--- src/bevq_pkg.sv ---
// Shared types and constants for the button event qualifier.
// Used by bevq_track and button_event_qualifier; no dependencies.
`default_nettype none

package bevq_pkg;

    // Field widths
    localparam int BitsW   = 8;
    localparam int TimeW   = 32;
    localparam int PosW    = 3;
    localparam int ThreshW = 16;
    localparam int DirW    = 3;

    // Register file
    localparam int AddrW   = 5;
    localparam int DataW   = 32;

    // Register reset values
    localparam logic [ThreshW-1:0] LongPressReset = 16'd500;
    localparam logic [PosW-1:0]    ABitReset      = 3'd4;
    localparam logic [PosW-1:0]    BBitReset      = 3'd5;
    localparam logic [PosW-1:0]    UpBitReset     = 3'd0;
    localparam logic [PosW-1:0]    DownBitReset   = 3'd1;
    localparam logic [PosW-1:0]    LeftBitReset   = 3'd2;
    localparam logic [PosW-1:0]    RightBitReset  = 3'd3;

    // Register indexes (byte address / 4)
    typedef enum logic [2:0] {
        REG_LONG_PRESS = 3'd0,
        REG_A_BIT      = 3'd1,
        REG_B_BIT      = 3'd2,
        REG_UP_BIT     = 3'd3,
        REG_DOWN_BIT   = 3'd4,
        REG_LEFT_BIT   = 3'd5,
        REG_RIGHT_BIT  = 3'd6
    } reg_idx_t;

    // Direction codes
    typedef enum logic [DirW-1:0] {
        DIR_NONE  = 3'd0,
        DIR_UP    = 3'd1,
        DIR_DOWN  = 3'd2,
        DIR_LEFT  = 3'd3,
        DIR_RIGHT = 3'd4
    } dir_t;

    // Events from one button tracker
    typedef struct packed {
        logic press_ev;
        logic hold_ev;
    } btn_evt_t;

endpackage

`default_nettype wire

--- src/bevq_track.sv ---
// Press and hold tracker for one button of the event qualifier.
// Depends on bevq_pkg for widths and the event struct.
`default_nettype none

module bevq_track (
    input  wire logic                          aclk,
    input  wire logic                          aresetn,
    input  wire logic                          step,
    input  wire logic [bevq_pkg::BitsW-1:0]    cur_bits,
    input  wire logic [bevq_pkg::BitsW-1:0]    prev_bits,
    input  wire logic [bevq_pkg::PosW-1:0]     pos,
    input  wire logic [bevq_pkg::TimeW-1:0]    now_ms,
    input  wire logic [bevq_pkg::ThreshW-1:0]  long_press_ms,
    output bevq_pkg::btn_evt_t                 evt
);
    import bevq_pkg::*;

    logic             held_reg, held_next;
    logic [TimeW-1:0] start_reg, start_next;
    logic             cur_lvl, prev_lvl, press, release_edge;
    logic [TimeW-1:0] start_eff, elapsed;
    logic             hold_hit;

    // Edge detect and hold timer
    always_comb begin
        cur_lvl      = cur_bits[pos];
        prev_lvl     = prev_bits[pos];
        press        = cur_lvl & ~prev_lvl;
        release_edge = ~cur_lvl & prev_lvl;
        held_next    = press ? 1'b1 : (release_edge ? 1'b0 : held_reg);
        start_eff    = (press | release_edge) ? now_ms : start_reg;
        elapsed      = now_ms - start_eff;
        hold_hit     = held_next && (elapsed > {{(TimeW-ThreshW){1'b0}}, long_press_ms});
        start_next   = hold_hit ? now_ms : start_eff;
        evt.press_ev = press;
        evt.hold_ev  = hold_hit;
    end

    // Hold state; start time only matters while held
    always_ff @(posedge aclk) begin
        if (!aresetn) begin
            held_reg <= 1'b0;
        end else if (step) begin
            held_reg <= held_next;
        end
    end

    always_ff @(posedge aclk) begin
        if (step) begin
            start_reg <= start_next;
        end
    end

endmodule

`default_nettype wire

--- src/button_event_qualifier.sv ---
// Top level of the button event qualifier: APB registers, direction one-shot,
// output register. Depends on bevq_pkg and bevq_track.
`default_nettype none

// Takes one poll tick per transfer on the s_ side and returns one event transfer
// on the m_ side for each. A tick is qualified combinationally between the
// input port and the output register, so one tick is accepted every clock as
// long as the output register is empty or being drained; its event is registered
// in the next cycle. Throughput is one tick per cycle unless m_tready stalls.
// Registers sit at byte addresses 4*i: 0 long_press_ms, 4 A bit, 8 B bit,
// 12 up, 16 down, 20 left, 24 right. Write them only while the block is idle.
module button_event_qualifier (
    input  wire logic                          aclk,
    input  wire logic                          aresetn,
    // APB configuration
    input  wire logic                          psel,
    input  wire logic                          penable,
    input  wire logic                          pwrite,
    input  wire logic [bevq_pkg::AddrW-1:0]    paddr,
    input  wire logic [bevq_pkg::DataW-1:0]    pwdata,
    output logic      [bevq_pkg::DataW-1:0]    prdata,
    output logic                               pready,
    // Poll ticks
    input  wire logic                          s_tvalid,
    output logic                               s_tready,
    input  wire logic [39:0]                   s_tdata,  // button_bits[7:0], now_ms[39:8]
    // Events
    output logic                               m_tvalid,
    input  wire logic                          m_tready,
    output logic      [7:0]                    m_tdata   // a_short, a_long, b_short,
                                                         // b_long, direction[6:4], 0
);
    import bevq_pkg::*;

    // Configuration registers
    logic [ThreshW-1:0] long_press_reg;
    logic [PosW-1:0]    a_bit_reg, b_bit_reg;
    logic [PosW-1:0]    up_bit_reg, down_bit_reg, left_bit_reg, right_bit_reg;

    // Datapath
    logic               s_acc;
    logic [BitsW-1:0]   cur_bits;
    logic [TimeW-1:0]   now_ms;
    logic [BitsW-1:0]   last_bits_reg;
    logic               any_latched_reg, any_latched_next;
    logic [BitsW-1:0]   shot;
    dir_t               dir;
    btn_evt_t           a_evt, b_evt;
    logic               m_tvalid_reg;
    logic [7:0]         m_tdata_reg, m_tdata_next;
    logic               cfg_wr;
    reg_idx_t           cfg_idx;

    assign pready   = 1'b1;
    assign cfg_wr   = psel & penable & pwrite & pready;
    assign cfg_idx  = reg_idx_t'(paddr[4:2]);

    // Register writes
    always_ff @(posedge aclk) begin
        if (!aresetn) begin
            long_press_reg <= LongPressReset;
            a_bit_reg      <= ABitReset;
            b_bit_reg      <= BBitReset;
            up_bit_reg     <= UpBitReset;
            down_bit_reg   <= DownBitReset;
            left_bit_reg   <= LeftBitReset;
            right_bit_reg  <= RightBitReset;
        end else if (cfg_wr) begin
            case (cfg_idx)
                REG_LONG_PRESS: long_press_reg <= pwdata[ThreshW-1:0];
                REG_A_BIT:      a_bit_reg      <= pwdata[PosW-1:0];
                REG_B_BIT:      b_bit_reg      <= pwdata[PosW-1:0];
                REG_UP_BIT:     up_bit_reg     <= pwdata[PosW-1:0];
                REG_DOWN_BIT:   down_bit_reg   <= pwdata[PosW-1:0];
                REG_LEFT_BIT:   left_bit_reg   <= pwdata[PosW-1:0];
                REG_RIGHT_BIT:  right_bit_reg  <= pwdata[PosW-1:0];
                default: ;
            endcase
        end
    end

    // Register reads
    always_comb begin
        case (cfg_idx)
            REG_LONG_PRESS: prdata = {{(DataW-ThreshW){1'b0}}, long_press_reg};
            REG_A_BIT:      prdata = {{(DataW-PosW){1'b0}}, a_bit_reg};
            REG_B_BIT:      prdata = {{(DataW-PosW){1'b0}}, b_bit_reg};
            REG_UP_BIT:     prdata = {{(DataW-PosW){1'b0}}, up_bit_reg};
            REG_DOWN_BIT:   prdata = {{(DataW-PosW){1'b0}}, down_bit_reg};
            REG_LEFT_BIT:   prdata = {{(DataW-PosW){1'b0}}, left_bit_reg};
            REG_RIGHT_BIT:  prdata = {{(DataW-PosW){1'b0}}, right_bit_reg};
            default:        prdata = '0;
        endcase
    end

    // Accept a tick whenever the output register is free or draining
    assign s_tready = ~m_tvalid_reg | m_tready;
    assign s_acc    = s_tvalid & s_tready;
    assign cur_bits = s_tdata[BitsW-1:0];
    assign now_ms   = s_tdata[BitsW+TimeW-1:BitsW];

    // Button trackers
    bevq_track u_track_a (
        .aclk          (aclk),
        .aresetn       (aresetn),
        .step          (s_acc),
        .cur_bits      (cur_bits),
        .prev_bits     (last_bits_reg),
        .pos           (a_bit_reg),
        .now_ms        (now_ms),
        .long_press_ms (long_press_reg),
        .evt           (a_evt)
    );

    bevq_track u_track_b (
        .aclk          (aclk),
        .aresetn       (aresetn),
        .step          (s_acc),
        .cur_bits      (cur_bits),
        .prev_bits     (last_bits_reg),
        .pos           (b_bit_reg),
        .now_ms        (now_ms),
        .long_press_ms (long_press_reg),
        .evt           (b_evt)
    );

    // Direction one-shot: arm on first tick with any bit set
    always_comb begin
        any_latched_next = (cur_bits != '0);
        shot = (cur_bits != '0 && !any_latched_reg) ? cur_bits : '0;
        if (shot[up_bit_reg]) begin
            dir = DIR_UP;
        end else if (shot[down_bit_reg]) begin
            dir = DIR_DOWN;
        end else if (shot[left_bit_reg]) begin
            dir = DIR_LEFT;
        end else if (shot[right_bit_reg]) begin
            dir = DIR_RIGHT;
        end else begin
            dir = DIR_NONE;
        end
        m_tdata_next = {1'b0, dir, b_evt.hold_ev, b_evt.press_ev,
                        a_evt.hold_ev, a_evt.press_ev};
    end

    // Tick state
    always_ff @(posedge aclk) begin
        if (!aresetn) begin
            last_bits_reg   <= '0;
            any_latched_reg <= 1'b0;
        end else if (s_acc) begin
            last_bits_reg   <= cur_bits;
            any_latched_reg <= any_latched_next;
        end
    end

    // Output register
    always_ff @(posedge aclk) begin
        if (!aresetn) begin
            m_tvalid_reg <= 1'b0;
        end else if (s_tready) begin
            m_tvalid_reg <= s_tvalid;
        end
    end

    always_ff @(posedge aclk) begin
        if (s_acc) begin
            m_tdata_reg <= m_tdata_next;
        end
    end

    assign m_tvalid = m_tvalid_reg;
    assign m_tdata  = m_tdata_reg;

    // Checks
    a_dir_range: assert property (@(posedge aclk) disable iff (!aresetn)
        m_tvalid_reg |-> (m_tdata_reg[6:4] <= DIR_RIGHT))
        else $error("direction code out of range");

    a_press_no_hold: assert property (@(posedge aclk) disable iff (!aresetn)
        m_tvalid_reg |-> !(m_tdata_reg[0] && m_tdata_reg[1]) && !(m_tdata_reg[2] && m_tdata_reg[3]))
        else $error("long event on the press tick");

    a_release_unlatch: assert property (@(posedge aclk) disable iff (!aresetn)
        (s_acc && s_tdata[7:0] == 8'd0) |=> !any_latched_reg)
        else $error("one-shot latch held after all buttons released");

    a_dir_needs_arm: assert property (@(posedge aclk) disable iff (!aresetn)
        (s_acc && any_latched_reg) |=> (m_tdata_reg[6:4] == DIR_NONE))
        else $error("direction reported while latch already armed");

endmodule

`default_nettype wire
--- config.mk ---
export PLATFORM = sky130hd
export DESIGN_NAME = button_event_qualifier
export DESIGN_NICKNAME = d
export VERILOG_FILES = /design/src/bevq_pkg.sv /design/src/bevq_track.sv /design/src/button_event_qualifier.sv
export SDC_FILE = /design/constraint.sdc
export NUM_CORES = 1
export LEC_CHECK = 0
export ABC_AREA = 1
export BUFFER_PORTS_ARGS = -buffer_cell sky130_fd_sc_hd__buf_4
export CORE_UTILIZATION = 61
export CTS_CLUSTER_SIZE = 16
export DETAILED_ROUTE_END_ITERATION = 6
export GPL_TIMING_DRIVEN = 0
export PLACE_DENSITY = 0.82
export SKIP_CTS_REPAIR_TIMING = 1
export SYNTH_ARGS = -nofsm -noshare
export SYNTH_HDL_FRONTEND = slang
export SYNTH_SLANG_ARGS = --single-unit
--- constraint.sdc ---
create_clock -name aclk -period 6.5 [get_ports aclk]
set_input_delay 0.65 -clock aclk [delete_from_list [all_inputs] [get_ports aclk]]
set_output_delay 0.65 -clock aclk [all_outputs]
set_load 0.005 [all_outputs]
==> metrics.md <==
| Metric | Value |
|---|---|
| Critical path data arrival time | 6.20 ns |
| Critical path's largest stage delay | just over 0.4 ns |
| GRT overflow | 0 |
| CTS tree | yes |
| RSZ-0062 raised after global routing | no |
| Synth Register Bits | between 100 and 150 |
| Routed vias | 13494 |
| Die height | about 140 um |
| Asr flop ratio synth | 0 |
| Dominant cell type by area after synthesis | nand2_1 |
| Floorplan core area | ~20000 um2 |
| Vias per inst | around 5.6 |
| # setup viols final | 0 |
| Share of cells above drive strength 1 | 0.135 |
| Placed Instance Area | 13400 um2 |
| Ant diodes | 0 |
| Syn_area_per_cell | 6.15 um2 |
| Worst skew pair latency | roughly 0.43 ns |
| Setup TNS | 0 ns |
| Net switching power | ~1.6 mW |
| Final WS setup | roughly 0.47 ns |
| Syn Inst Count | ~2000 |
| Layout area overhead | 13.5% |
| Drt drc | 0 |
| Final GP Congestion | ~0.99 |
| Largest net degree at the start of global routing | 54 |
| R2R cell count | roughly 40 |
| Met2 usage | 0.635 |
| Synth unique cells | 47 |
| PD cells | between 200 and 300 nW/um2 |
| Root Buffer Master | clkbuf_16 |
| Final non-filler cell total | about 2400 |
| Count leader, synth | nand2_1 |
| FMAX | between 150 and 200 MHz |
| Worst-path clk slew | 0.06 ns |
| First drt pass iteration count | 6 |
| Die ar. | roughly 21000 um2 |
| Status | finished clean |
| CP startpoint kind | flop |
| CP endpoint kind | flop |
| EDFF count, synth | 71 |
| Switching Fraction | 0.441 |
| TritonCTS buffer count | 17 |
| Sequential share of power | 0.248 |
| Slew headroom | 0.330 |
| Initial antenna violation count | 0 |
| Hold Path Cell Cnt | 3 |
| Clk pwr share | 0.239 |
| Hold violation count in the final report | 0 |
| Final Util | 0.712 |
| Ys flop type | edfxtp_1 |
| Slowest-stage cell, CP | ha_2 |
| Leak | roughly 7.3 nW |
| Critical path peak fanout | 15 |
| Sequential area share after synthesis | 0.248 |
| TritonCTS Sinks | 117 |
| Crit path required time | around 6.7 ns |
| CTS max path bufs | 2 |
| Post-route cell area | between 10000 and 15000 um2 |
| GRT Util Overall | 0.383 |
| Tightest Pin Transition | approximately 1.0 ns |
| Final slew viol count | 0 |
| Multi-input logic area | about 7700 um2 |
| Starting DRT DRC Count | between 1000 and 1500 |
| # port buffers | 90 |
| Routing usage on met1 | 0.470 |
| Final net count | around 2300 |
| Internal | a little over 2 mW |
| Commonest cells post-synth | 587 x nand2_1, 301 x inv_1, 171 x o21ai_0 |
| Detail Placement HPWL | 31100 um |
| Avg WL per Cell | 16.3 um |
| Crit share post-route | 0.928 |
| Placed insts | between 2000 and 2500 |
| Tightest Hold Check Type | in2reg |
| FP Rows | a little over 50 |
| ANT nets after route | 0 |
| Mapped Area | about 12000 um2 |
| Initial Util | 0.627 |
| Die W | between 100 and 150 um |
| First-pass GRT wire length | just over 60000 um |
| Final min period | slightly above 6 ns |
| Worst vdd ir | between 0.2 and 0.25 mV |
| CP most frequent cell | nand2_1 |
| Post-place setup slack | -0.193 ns |
| Combinational Power Share | 0.513 |
| Met3 Usage GRT | 0.0726 |
| Htree depth | 4 |
| Reg area | around 3100 um2 |
| Skew final | between 0.015 and 0.02 ns |
| Max cap viols | 0 |
| Top cells by area, synth | nand2_1 18%, edfxtp_1 17%, inv_1 9.2% |
| YS warnings | 0 |
| Vias in the first global route | 12416 |
| Critical path type | reg2reg |
| Top cell type's share of synthesized area | 0.179 |
| Most used routing layer | met2 |
| Routed WL | 39100 um |
| Ports | 127 |
| Filler cell count | 1779 |
==> layout by cell type (no fill, tap or decap), types with 11 or more instances in the layout <==
| cell type | instances |
|---|---|
| xor2_1 | 22 |
| nand3_2 | 24 |
| dfxtp_1 | 44 |
| a21oi_1 | 132 |
| nand2_2 | 23 |
| conb_1 | 18 |
| buf_6 | 11 |
| edfxtp_1 | 71 |
| nand2_1 | 587 |
| inv_1 | 300 |
| nand3_1 | 158 |
| inv_2 | 19 |
| clkbuf_16 | 18 |
| clkbuf_1 | 24 |
| buf_4 | 111 |
| o21ai_0 | 169 |
| nor2_1 | 162 |
| nor3_1 | 23 |
| or2_2 | 34 |
| nor2_2 | 11 |
| ha_1 | 77 |
==> critical path: cells and delay by family, from the launching register on <==
family | cells | cell delay (ns)
AO/OA/AOI/OAI | 5 | 0.79
adder cells (fa/ha/maj) | 4 | 1.05
buffers and inverters | 10 | 1.27
flip-flops | 1 | 0.31
AND/OR/NAND/NOR | 21 | 2.13
XOR/XNOR | 1 | 0.20
==> metal layers <==
metal  up-vias  part of all wire  wire [um]
met5         -                 0          0
met4         0             0.043       1690
met3       121             0.088       3440
met2       698              0.47      18200
met1      6027              0.40      15700
li1       6648                 -          -
==> kinds of logic (layout without fill, tap and decap cells) <==
group / after synthesis / count (layout) / share of synthesized area
xor+xnor: 30 / 30 / 0.0214
other cells: 2 / 18 / 0.000611
compound gates: 343 / 343 / 0.147
fa+ha+maj: 78 / 78 / 0.0794
flops: 117 / 117 / 0.248
buf+inv: 385 / 507 / 0.132
simple gates: 1044 / 1044 / 0.371
==> layout make-up <==
cell class / count / area share
inverter: 320 / 0.0864
sequential: 117 / 0.219
multi-input combinational: 1513 / 0.551
clock buffer: 23 / 0.0344
clock inverter: 9 / 0.00377
timing repair buffer: 93 / 0.0515
buffer: 62 / 0.0299
tap: 265 / 0.0238
==> final timing paths <==
kind | start | end | slack (ns)
worst max-delay path | a_bit_reg[0]$_SDFFE_PN0P_ | u_track_a.start_reg[17]$_DFFE_PP_ | 0.47
worst min-delay path | pwdata[8] | long_press_reg[8]$_SDFFE_PN1P_ | 0.44
worst max register to register | a_bit_reg[0]$_SDFFE_PN0P_ | u_track_a.start_reg[17]$_DFFE_PP_ | 0.47
worst min register to register | u_track_b.held_reg$_SDFFE_PN0P_ | u_track_b.held_reg$_SDFFE_PN0P_ | 0.47
==> per-stage QoR <==
stage | hold slack, ns | power, mW
floorplan | 0.430 | 2.25
global placement | 0.441 | 2.69
detailed placement | 0.465 | 2.73
CTS | 0.437 | 3.60
global route | 0.465 | 3.91
finish | 0.439 | 3.66
==> power groups by stage <==
stage | combinational [mW] | clock (mW) | sequential (mW)
floorplan | 1.33 | 0 | 0.916
global route | 2.11 | 0.894 | 0.915
CTS | 1.82 | 0.866 | 0.907
finish | 1.88 | 0.874 | 0.908
global placement | 1.77 | 0 | 0.921
detailed placement | 1.81 | 0 | 0.921
Power figures use the tool's default switching activity.
